==> src/hw/rtl/dscg_pkg.sv <==
`timescale 1ns / 1ps
// ----------------------------------------------------------------------------
// dscg_pkg
// Shared types and constants of the drive state controlword generator.
// ----------------------------------------------------------------------------
package dscg_pkg;

  typedef enum logic [3:0] {
    StNotReady      = 4'd0,
    StSwOnDisabled  = 4'd1,
    StReady         = 4'd2,
    StSwitchedOn    = 4'd3,
    StOpEnabled     = 4'd4,
    StQuickStop     = 4'd5,
    StFaultReaction = 4'd6,
    StFault         = 4'd7,
    StUnknown       = 4'd8
  } drive_state_e;

  typedef enum logic [1:0] {
    TgtDisabled = 2'd0,
    TgtEnabled  = 2'd1,
    TgtQuickStop = 2'd2,
    TgtSpare    = 2'd3
  } target_mode_e;

  localparam logic [15:0] CwOff      = 16'h0000;
  localparam logic [15:0] CwQstop    = 16'h0002;
  localparam logic [15:0] CwShutdown = 16'h0006;
  localparam logic [15:0] CwSwitchOn = 16'h0007;
  localparam logic [15:0] CwEnable   = 16'h000F;
  localparam logic [15:0] CwFreset   = 16'h0080;

  localparam logic [15:0] SwMask     = 16'h006F;
  localparam logic [15:0] SwMaskLow  = 16'h004F;

  localparam int unsigned CfgIdxW   = 2;
  localparam int unsigned CfgDataW  = 16;
  localparam logic [CfgIdxW-1:0] CfgMaxRetries = 2'd0;
  localparam logic [CfgIdxW-1:0] CfgStuckThr   = 2'd1;
  localparam logic [CfgIdxW-1:0] CfgPulseLen   = 2'd2;

  localparam logic [7:0]  MaxRetriesRst = 8'd5;
  localparam logic [15:0] StuckThrRst   = 16'd2000;
  localparam logic [9:0]  PulseLenRst   = 10'd50;

  typedef struct packed {
    logic [7:0]  max_init_retries;
    logic [15:0] stuck_threshold;
    logic [9:0]  reset_pulse_length;
  } cfg_t;

  typedef struct packed {
    logic [15:0] status_word;
    logic [1:0]  target_mode;
    logic        reset_request;
  } in_item_t;

  typedef struct packed {
    logic [15:0] control_word;
    logic [3:0]  drive_state;
    logic        reset_active;
  } out_item_t;

endpackage

==> src/hw/rtl/dscg_stream_if.sv <==
`timescale 1ns / 1ps
// ----------------------------------------------------------------------------
// dscg_stream_if
// Valid/ready channel carrying one payload beat.
// ----------------------------------------------------------------------------
interface dscg_stream_if #(
  parameter type payload_t = logic
);
  logic     valid;
  logic     ready;
  payload_t payload;

  modport source (output valid, output payload, input ready);
  modport sink   (input valid, input payload, output ready);
endinterface

==> src/hw/rtl/dscg_decode.sv <==
`timescale 1ns / 1ps
// ----------------------------------------------------------------------------
// dscg_decode
// Statusword to drive state decoder.
// ----------------------------------------------------------------------------
module dscg_decode (
  input  logic [15:0]           status_word_i,
  output dscg_pkg::drive_state_e drive_state_o
);
  import dscg_pkg::*;

  logic [15:0] m;
  logic [15:0] ml;

  always_comb begin
    m  = status_word_i & SwMask;
    ml = m & SwMaskLow;
    if (ml == 16'h0000) begin
      drive_state_o = StNotReady;
    end else if (ml == 16'h0040) begin
      drive_state_o = StSwOnDisabled;
    end else if (m == 16'h0021) begin
      drive_state_o = StReady;
    end else if (m == 16'h0023) begin
      drive_state_o = StSwitchedOn;
    end else if (m == 16'h0027) begin
      drive_state_o = StOpEnabled;
    end else if (m == 16'h0007) begin
      drive_state_o = StQuickStop;
    end else if (ml == 16'h000F) begin
      drive_state_o = StFaultReaction;
    end else if (ml == 16'h0008) begin
      drive_state_o = StFault;
    end else begin
      drive_state_o = StUnknown;
    end
  end

endmodule

==> src/hw/rtl/dscg_ctrl.sv <==
`timescale 1ns / 1ps
// ----------------------------------------------------------------------------
// dscg_ctrl
// Controlword selection, fault reset pulse timer and stuck/retry counters.
// ----------------------------------------------------------------------------
module dscg_ctrl #(
  parameter int unsigned StuckW = 16
) (
  input  logic                   clk_i,
  input  logic                   rst_ni,
  input  dscg_pkg::cfg_t         cfg_i,
  input  logic                   step_i,
  input  dscg_pkg::drive_state_e state_i,
  input  logic [1:0]             target_mode_i,
  input  logic                   reset_request_i,
  output logic [15:0]            control_word_o,
  output logic                   reset_active_o
);
  import dscg_pkg::*;

  localparam int unsigned CmpW = (StuckW > 16) ? StuckW : 16;

  logic              pend_q, pend_d;
  logic [9:0]        pcnt_q, pcnt_d;
  logic [StuckW-1:0] stuck_q, stuck_d;
  logic [7:0]        retry_q, retry_d;

  logic              en, qs, pend0;
  logic [9:0]        pcnt0;
  logic [StuckW-1:0] stuck_inc;

  always_comb begin
    en = (target_mode_i == TgtEnabled);
    qs = (target_mode_i == TgtQuickStop);
    pend0 = pend_q | reset_request_i;
    pcnt0 = (reset_request_i && !pend_q) ? 10'd0 : pcnt_q;
    stuck_inc = (stuck_q != {StuckW{1'b1}}) ? stuck_q + StuckW'(1) : stuck_q;

    pend_d  = pend0;
    pcnt_d  = pcnt0;
    stuck_d = stuck_q;
    retry_d = retry_q;
    control_word_o = CwOff;
    reset_active_o = 1'b0;

    if (pend0) begin
      if (pcnt0 >= cfg_i.reset_pulse_length) begin
        pend_d = 1'b0;
        pcnt_d = 10'd0;
      end else begin
        pcnt_d = pcnt0 + 10'd1;
      end
      control_word_o = CwFreset;
      reset_active_o = 1'b1;
    end else begin
      case (state_i)
        StSwOnDisabled: begin
          stuck_d = '0;
          retry_d = 8'd0;
          control_word_o = en ? CwShutdown : CwOff;
        end
        StReady: begin
          control_word_o = en ? CwSwitchOn : (qs ? CwShutdown : CwOff);
        end
        StSwitchedOn: begin
          control_word_o = en ? CwEnable : (qs ? CwSwitchOn : CwOff);
        end
        StOpEnabled: begin
          control_word_o = en ? CwEnable : (qs ? CwQstop : CwSwitchOn);
        end
        StQuickStop: begin
          control_word_o = en ? CwEnable : CwOff;
        end
        StFaultReaction: begin
          control_word_o = CwOff;
        end
        StFault: begin
          if (en) begin
            pend_d = 1'b1;
            pcnt_d = 10'd0;
          end
        end
        default: begin
          if ((CmpW'(stuck_inc) > CmpW'(cfg_i.stuck_threshold)) &&
              (retry_q < cfg_i.max_init_retries)) begin
            retry_d = retry_q + 8'd1;
            stuck_d = '0;
          end else begin
            stuck_d = stuck_inc;
          end
        end
      endcase
    end
  end

  always_ff @(posedge clk_i or negedge rst_ni) begin
    if (!rst_ni) begin
      pend_q  <= 1'b0;
      pcnt_q  <= 10'd0;
      stuck_q <= '0;
      retry_q <= 8'd0;
    end else if (step_i) begin
      pend_q  <= pend_d;
      pcnt_q  <= pcnt_d;
      stuck_q <= stuck_d;
      retry_q <= retry_d;
    end
  end

endmodule

==> src/hw/rtl/drive_state_controlword_generator_core.sv <==
`timescale 1ns / 1ps
// ----------------------------------------------------------------------------
// drive_state_controlword_generator_core
// CiA 402 style drive state decoder and controlword generator.
//
// Usage: each input beat on in_i carries the drive statusword, the target
// mode and a fault reset request; each one yields exactly one output beat
// on out_o with the controlword, the decoded drive state and the reset
// pulse flag. Registers are written through cfg_we_i/cfg_idx_i/cfg_wdata_i
// while the block is idle: 0 max init retries, 1 stuck threshold,
// 2 reset pulse length.
// Flow: a beat accepted on in_i is registered in the input register, then
// decoded and registered in the output register that drives out_o.
// Throughput: one beat per cycle while out_o is taken; the pulse timer and
// stuck/retry counters update as a beat moves to the output register.
// Reset: rst_ni clears both pipeline valids, the pulse timer and counters,
// and loads the register defaults 5, 2000 and 50.
// Stall: when out_o is not taken, the output register holds its beat and
// the input register takes one more beat only if it is empty; in_i.ready then drops.
// ----------------------------------------------------------------------------
module drive_state_controlword_generator_core #(
  parameter int unsigned STUCK_COUNT_WIDTH = 16
) (
  input  logic                                   clk_i,
  input  logic                                   rst_ni,
  dscg_stream_if.sink                            in_i,
  dscg_stream_if.source                          out_o,
  input  logic                                   cfg_we_i,
  input  logic [dscg_pkg::CfgIdxW-1:0]           cfg_idx_i,
  input  logic [dscg_pkg::CfgDataW-1:0]          cfg_wdata_i
);
  import dscg_pkg::*;

  cfg_t      cfg_q;
  logic      in_valid_q;
  in_item_t  in_item_q;
  logic      out_valid_q;
  out_item_t out_item_q;

  logic         advance;
  drive_state_e state;
  logic [1:0]   tgt;
  logic [15:0]  cw;
  logic         active;

  assign advance     = in_valid_q && (!out_valid_q || out_o.ready);
  assign in_i.ready  = !in_valid_q || advance;
  assign out_o.valid = out_valid_q;
  assign out_o.payload = out_item_q;
  assign tgt = (in_item_q.target_mode == TgtSpare) ? TgtDisabled : in_item_q.target_mode;

  always_ff @(posedge clk_i or negedge rst_ni) begin
    if (!rst_ni) begin
      cfg_q.max_init_retries   <= MaxRetriesRst;
      cfg_q.stuck_threshold    <= StuckThrRst;
      cfg_q.reset_pulse_length <= PulseLenRst;
    end else if (cfg_we_i) begin
      case (cfg_idx_i)
        CfgMaxRetries: cfg_q.max_init_retries   <= cfg_wdata_i[7:0];
        CfgStuckThr:   cfg_q.stuck_threshold    <= cfg_wdata_i[15:0];
        CfgPulseLen:   cfg_q.reset_pulse_length <= cfg_wdata_i[9:0];
        default: ;
      endcase
    end
  end

  dscg_decode u_decode (
    .status_word_i (in_item_q.status_word),
    .drive_state_o (state)
  );

  dscg_ctrl #(
    .StuckW (STUCK_COUNT_WIDTH)
  ) u_ctrl (
    .clk_i           (clk_i),
    .rst_ni          (rst_ni),
    .cfg_i           (cfg_q),
    .step_i          (advance),
    .state_i         (state),
    .target_mode_i   (tgt),
    .reset_request_i (in_item_q.reset_request),
    .control_word_o  (cw),
    .reset_active_o  (active)
  );

  always_ff @(posedge clk_i or negedge rst_ni) begin
    if (!rst_ni) begin
      in_valid_q  <= 1'b0;
      out_valid_q <= 1'b0;
    end else begin
      if (in_i.ready) begin
        in_valid_q <= in_i.valid;
      end
      if (advance) begin
        out_valid_q <= 1'b1;
      end else if (out_o.ready) begin
        out_valid_q <= 1'b0;
      end
    end
  end

  always_ff @(posedge clk_i) begin
    if (in_i.valid && in_i.ready) begin
      in_item_q <= in_i.payload;
    end
    if (advance) begin
      out_item_q.control_word <= cw;
      out_item_q.drive_state  <= state;
      out_item_q.reset_active <= active;
    end
  end

endmodule

==> src/flat_wrapper.sv <==
// flat-port wrapper written by rule: the top's interface ports become plain ports
module drive_state_controlword_generator_core_flat import dscg_pkg::*;
#(
  parameter int unsigned STUCK_COUNT_WIDTH = 16
)
  (clk_i, rst_ni, cfg_we_i, cfg_idx_i, cfg_wdata_i, in_i_valid, in_i_payload, in_i_ready, out_o_valid, out_o_payload, out_o_ready);
  dscg_stream_if #(.payload_t(in_item_t)) in_i_i ();
  dscg_stream_if #(.payload_t(out_item_t)) out_o_i ();
  input  logic clk_i;
  input  logic rst_ni;
  input  logic cfg_we_i;
  input  logic [dscg_pkg::CfgIdxW-1:0] cfg_idx_i;
  input  logic [dscg_pkg::CfgDataW-1:0] cfg_wdata_i;
  input wire logic [$bits(in_i_i.valid)-1:0] in_i_valid;
  input wire logic [$bits(in_i_i.payload)-1:0] in_i_payload;
  output wire logic [$bits(in_i_i.ready)-1:0] in_i_ready;
  output wire logic [$bits(out_o_i.valid)-1:0] out_o_valid;
  output wire logic [$bits(out_o_i.payload)-1:0] out_o_payload;
  input wire logic [$bits(out_o_i.ready)-1:0] out_o_ready;
  assign in_i_i.valid = in_i_valid;
  assign in_i_i.payload = in_i_payload;
  assign in_i_ready = in_i_i.ready;
  assign out_o_valid = out_o_i.valid;
  assign out_o_payload = out_o_i.payload;
  assign out_o_i.ready = out_o_ready;
  drive_state_controlword_generator_core #(.STUCK_COUNT_WIDTH(STUCK_COUNT_WIDTH)) u_core (.clk_i(clk_i), .rst_ni(rst_ni), .in_i(in_i_i), .out_o(out_o_i), .cfg_we_i(cfg_we_i), .cfg_idx_i(cfg_idx_i), .cfg_wdata_i(cfg_wdata_i));
endmodule
==> config.mk <==
export PLATFORM = sky130hd
export DESIGN_NAME = drive_state_controlword_generator_core_flat
export DESIGN_NICKNAME = d
export VERILOG_FILES = /design/src/hw/rtl/dscg_pkg.sv /design/src/hw/rtl/dscg_stream_if.sv /design/src/hw/rtl/dscg_decode.sv /design/src/hw/rtl/dscg_ctrl.sv /design/src/hw/rtl/drive_state_controlword_generator_core.sv /design/src/flat_wrapper.sv
export SDC_FILE = /design/constraint.sdc
export NUM_CORES = 1
export LEC_CHECK = 0
export BUFFER_PORTS_ARGS = -buffer_cell sky130_fd_sc_hd__clkbuf_2
export CAP_MARGIN = 20
export CORE_MARGIN = 2
export CORE_UTILIZATION = 34
export CTS_BUF_LIST = sky130_fd_sc_hd__clkbuf_8
export CTS_CLUSTER_SIZE = 30
export DETAILED_ROUTE_END_ITERATION = 16
export PLACE_DENSITY_LB_ADDON = 0.2
export SETUP_SLACK_MARGIN = 0.4
export SYNTH_ARGS = -nofsm -noshare
export SYNTH_HDL_FRONTEND = slang
export SYNTH_HIERARCHICAL = 1
export SYNTH_SLANG_ARGS = --single-unit
==> constraint.sdc <==
create_clock -name clk_i -period 3.3 [get_ports clk_i]
set_clock_uncertainty 0.1 [all_clocks]
set_input_delay 0.66 -clock clk_i [delete_from_list [all_inputs] [get_ports clk_i]]
set_output_delay 0.66 -clock clk_i [all_outputs]
set_load 0.02 [all_outputs]
* Yosys cells after proc, flatten, opt, wreduce, memory -nomap -nowiden *
Cells that the tools add are included.

storage, ports and cells
  bits in registers = 54
  word-level logic and storage cells = 72

operators by class
  reduce and logical (&&, ||, !) cells = 11
  bitwise logic cells = 1
  $add $sub $neg = 1
  magnitude comparators = 1
  equal/unequal tests = 17
  multiplexer cells = 30

operator list
  cell                   number
  $mux 10                5
  $mux 4                 11
  $pmux 4 s5             1
  $eq 6x5->1 const B     3
  $logic_not 16->1       1
  $mux 3                 5
  $eq 4x3->1 const B     3
  $add 10x1->10 const B  1
  $eq 5x4->1 const B     2
  $ge 10x10->1           1
  $eq 4x2->1 const B     2
  $mux 1                 7
  $eq 2x2->1 const B     3
  $eq 6x3->1 const B     1
  $eq 5x5->1 const B     1
  $eq 4x1->1 const B     1
  $logic_and 1x1->1      3
  $logic_not 1->1        3
  $eq 2x1->1 const B     1
  $logic_or 1x1->1       2
  $mux 2                 1
  $reduce_and 2->1       1
  $reduce_bool 2->1      1
  $or 1x1->1             1

* Depth between registers and ports, before layout *
  depth in word-level cells = 12
  gate-level depth with buffers = 11
  gate-level depth less buffers = 9

* Cells and area by module *
Netlist, hierarchy kept.

by module, submodules not included
  module                                  cells an instance  area an instance (sq um)  instances  sequential area each (sq um)
  drive_state_controlword_generator_core  123                2615.0                    1          2115.8
  dscg_ctrl                               147                1171.1                    1          275.3
  dscg_decode                             19                 106.4                     1          0.0

* Least setup slack after synthesis *
Ideal clock, no wire load.

  path type = register to register
  start = register u_core.u_ctrl.pend_q
  end = register u_core.u_ctrl.pcnt_q[3]
  buffers on the path = 2
  data required time = 3.079 ns
  cell stages (with the launch flop) = 12
  path slack = 0.698 ns
  clock period less this slack = 2.602 ns
  arrival = 2.381 ns
  path through = dfrtp_1 -> nand2b_2 -> clkbuf_1 -> and2_1 -> ha_1 -> o211ai_1 -> o21a_1 -> maj3_2 -> o2111a_1 -> buf_6 -> a21o_1 -> a22o_1

between the ends
  longest elaborated chain between the ends = 6
  elaborated cells between the ends (all ways) = 10
  those cells by class = 1 x add/sub; 1 x order compare; 5 x mux; 1 x bitwise; 2 x reduce/logical

ends and longest elaborated chain
  what                                         line                              source
  start: declaration                           dscg_ctrl.sv:23                   logic pend_q, pend_d;
  start signal: assignment                     dscg_ctrl.sv:103                  pend_q <= pend_d;
  $logic_not 1->1                              dscg_ctrl.sv:36                   pcnt0 = (reset_request_i && !pend_q) ? 10'd0 : pcnt_q;
  $logic_and 1x1->1                            dscg_ctrl.sv:36
  $mux 10                                      dscg_ctrl.sv:36
  $add 10x1->10, or another cell as far along  dscg_ctrl.sv:51                   pcnt_d = pcnt0 + 10'd1;
  $mux 10, on equally long branches            dscg_ctrl.sv:47, dscg_ctrl.sv:56
  $mux 10 *                                    dscg_ctrl.sv:46                   if (pend0) begin
  end signal: assignment                       dscg_ctrl.sv:104                  pcnt_q <= pcnt_d;
  end: declaration                             dscg_ctrl.sv:24                   logic [9:0] pcnt_q, pcnt_d;

Every way passes the cells marked *; elsewhere a longest branch is shown, timed or not.
A chain may end at the register's enable or synchronous reset.

* Worst setup path in the final report *
Same ends and word-level chain as after synthesis.

==> results.md <==
* P_leak at between 1 and 1.5 nW
* Final WL at approximately 4.3 mm
* Clock power share at between 20% and 30%
* Number of global-route vias before repair at ~1,600
* Period utilisation layout at 81.5%
* Synthesized instance count at 228
* Synth Warn # at 6
* Final slew viol count at 0
* NetSw at approximately 0.44 mW
* Buffer depth of the longest clock path at 2
* Final setup fails at 0
* Buffer count from post-CTS setup fixing at 0
* Setup TNS at 0 ns
* Worst Path Max Fanout at 12
* Fin. Hold Viols at 0
* Worst hold path type: in2async
* Crit end category: flop
* RSZ-0062 raised after global routing: no
* Hold_ws at roughly 0.23 ns
* Final Power at 1.52 mW
* CTS tree: built
* Overall Global Routing Usage at between 10% and 20%
* Clock sink count at 53
* Mapped Avg Cell Area at ~12 um2
* Pint at roughly 1.1 mW
* Worst vdd ir at approximately 0.19 mV
* Die W at approximately 92 um
* Minimum clock period at 2.69 ns
* Detailed Place HPWL at ~3.1 mm
* Vias per cell at 4.43
* Pre-antenna DRT Iters at 4
* CP required at 3.40 ns
* CP max-delay cell: dfrtp_1
* Die footprint at approximately 0.0086 mm2
* Fmax at 372 MHz
* CORE AREA at about 0.0076 mm2
* Fraction of power consumed by sequential logic at a little under three fifths
* Post-Syn Area at around 0.0027 mm2
* CP Launch Type: flop
* Post_cts resized at 0
* First-pass GRT wire length at ~7.6 mm
* Status: finished clean
* R2R depth at 9
* Share of cells above drive strength 1 at roughly 30%
* IO buf count at 48
* Max Cap Viol at 0
* R2R Path Start: u_core/u_ctrl/pend_q
* WP data arrival at approximately 2.8 ns
* Die Span Y at between 90 and 100 um
* Initial Utilization at 34.8%
* H-Tree Level Count at 2
* CP max stage delay at roughly 0.43 ns
* Combinational fraction of design power at around 20%
* Via count at about 1,700
* CP Cell Sequence: nand2b_2, and2_1, ha_1, o211ai_1, o21a_1, maj3_2, o2111a_2, a21o_1, a22o_1
* Overflow after GRT at 0
* Post-layout net count at between 300 and 400
* Sw Share at between 20% and 30%
* Relative slew slack at 55.3%
* Num CTS Buffers at 5
* Post-DRT Antenna Nets at 0
* Iter 0 DRT Violations at approximately 90
* IO Count at 65
* Clk_lat worst skew at between 0.3 and 0.4 ns
* Power per cell area at around 500 mW/mm2
* WS Path Type: reg2reg
* Hold bufs inserted after CTS at 0
* Initial antenna violation count at 0
* GPL Wtd Cong at ~0.71
* FF-to-FF End: u_core/u_ctrl/pcnt_q[3]
* Clock slew at reported path FFs at 0.10 ns
* R2R Setup Slk at between 0.6 and 0.7 ns
* Clk root buf: clkbuf_8
* Least-Margin Pin Slew at 0.666 ns
* Area Overhead vs Synth at 14.9%
* Wire per inst at 11.2 um
* Row count at 32
* Util after Layout at roughly 40%
* Diodes inserted at 0
* Largest net degree at the start of global routing at 24
* DRC violations left at 0
power by group through the flow:
stage	clock network [mW]	registers [mW]	logic, mW
finish	0.380	0.836	0.302
global route	0.421	0.847	0.347
global placement	0	0.849	0.298
floorplan	0	0.859	0.217
detailed placement	0	0.849	0.306
CTS	0.402	0.836	0.307
final cells by class:
| type | count | area [um2] |
|---|---|---|
| clock inverters | 3 | 26.3 |
| multi-input cells | 155 | 1040 |
| fillers | 750 | 4590 |
| clock buffers | 5 | 68.8 |
| flip-flops and latches | 53 | 1480 |
| repair buffers | 51 | 263 |
| well taps | 102 | 128 |
| inverters | 13 | 48.8 |
stage by stage:
| step | setup WS [ns] | std cells | area [um2] |
|---|---|---|---|
| 2_1_floorplan | 0.698 | 238 | 2700 |
| 3_3_place_gp | 0.622 | 374 | 2960 |
| 3_5_place_dp | 0.584 | 374 | 2960 |
| 4_1_cts | 0.558 | 382 | 3060 |
| 5_1_grt | 0.460 | 382 | 3060 |
| 6_report | 0.610 | 382 | 3060 |
critical path, delay by kind of cell, from the launching register on:
family,cells,cell delay [ns]
AOI/OAI and AO/OA,5,0.95
adders and majority gates,2,0.60
and+or+nand+nor,2,0.50
DFF,1,0.43
sequential cells by signal, indices dropped and copies added (netlist names):
signal / cells
u_core/u_ctrl/pend_q: 1
u_core/out_o.payload: 21
u_core/in_valid_q: 1
u_core/out_o.valid: 1
u_core/u_ctrl/pcnt_q: 10
u_core/in_item_q: 9
u_core/cfg_q: 10
how the worst max path moves through the flow:
stage                         startpoint                      end  slack [ns]  cells after the start
CTS                 u_core/u_ctrl/pend_q  u_core/u_ctrl/pcnt_q[3]        0.56                      9
detailed placement  u_core/u_ctrl/pend_q  u_core/u_ctrl/pcnt_q[3]        0.58                      9
finish              u_core/u_ctrl/pend_q  u_core/u_ctrl/pcnt_q[3]        0.61                      9
floorplan           u_core/u_ctrl/pend_q  u_core/u_ctrl/pcnt_q[3]        0.70                     11
global placement    u_core/u_ctrl/pend_q  u_core/u_ctrl/pcnt_q[3]        0.62                      9
global route        u_core/u_ctrl/pend_q  u_core/u_ctrl/pcnt_q[3]        0.46                      9
routing by layer:
metal | vias to the layer above | GRT usage, % | routed length (um)
met2 | 40 | 16.2 | 1870
met3 | 2 | 2.69 | 176
met5 | - | 0 | 0
met1 | 760 | 16.0 | 2200
li1 | 890 | - | -
met4 | 0 | 4.10 | 43
layout by cell type (no fill, tap or decap), types with 2 or more instances in the layout:
| cell type | instances |
|---|---|
| nor3b_1 | 2 |
| ha_1 | 12 |
| nand3b_1 | 3 |
| xor2_1 | 2 |
| dfstp_2 | 3 |
| inv_1 | 13 |
| and3_1 | 5 |
| o21ai_0 | 4 |
| nand2b_1 | 4 |
| buf_4 | 3 |
| and2_1 | 9 |
| dfrtp_1 | 20 |
| conb_1 | 11 |
| nand2_1 | 20 |
| clkbuf_2 | 48 |
| nor2b_1 | 2 |
| o211ai_1 | 2 |
| nand3_1 | 10 |
| nand4_1 | 3 |
| xnor2_1 | 5 |
| clkbuf_8 | 5 |
| a21oi_1 | 10 |
| nor2_1 | 14 |
| a22o_2 | 5 |
| a211oi_1 | 2 |
| mux2_2 | 10 |
| clkinv_4 | 2 |
| mux2i_1 | 4 |
| edfxtp_1 | 30 |
No activity file was read; power rests on OpenSTA's default activity.
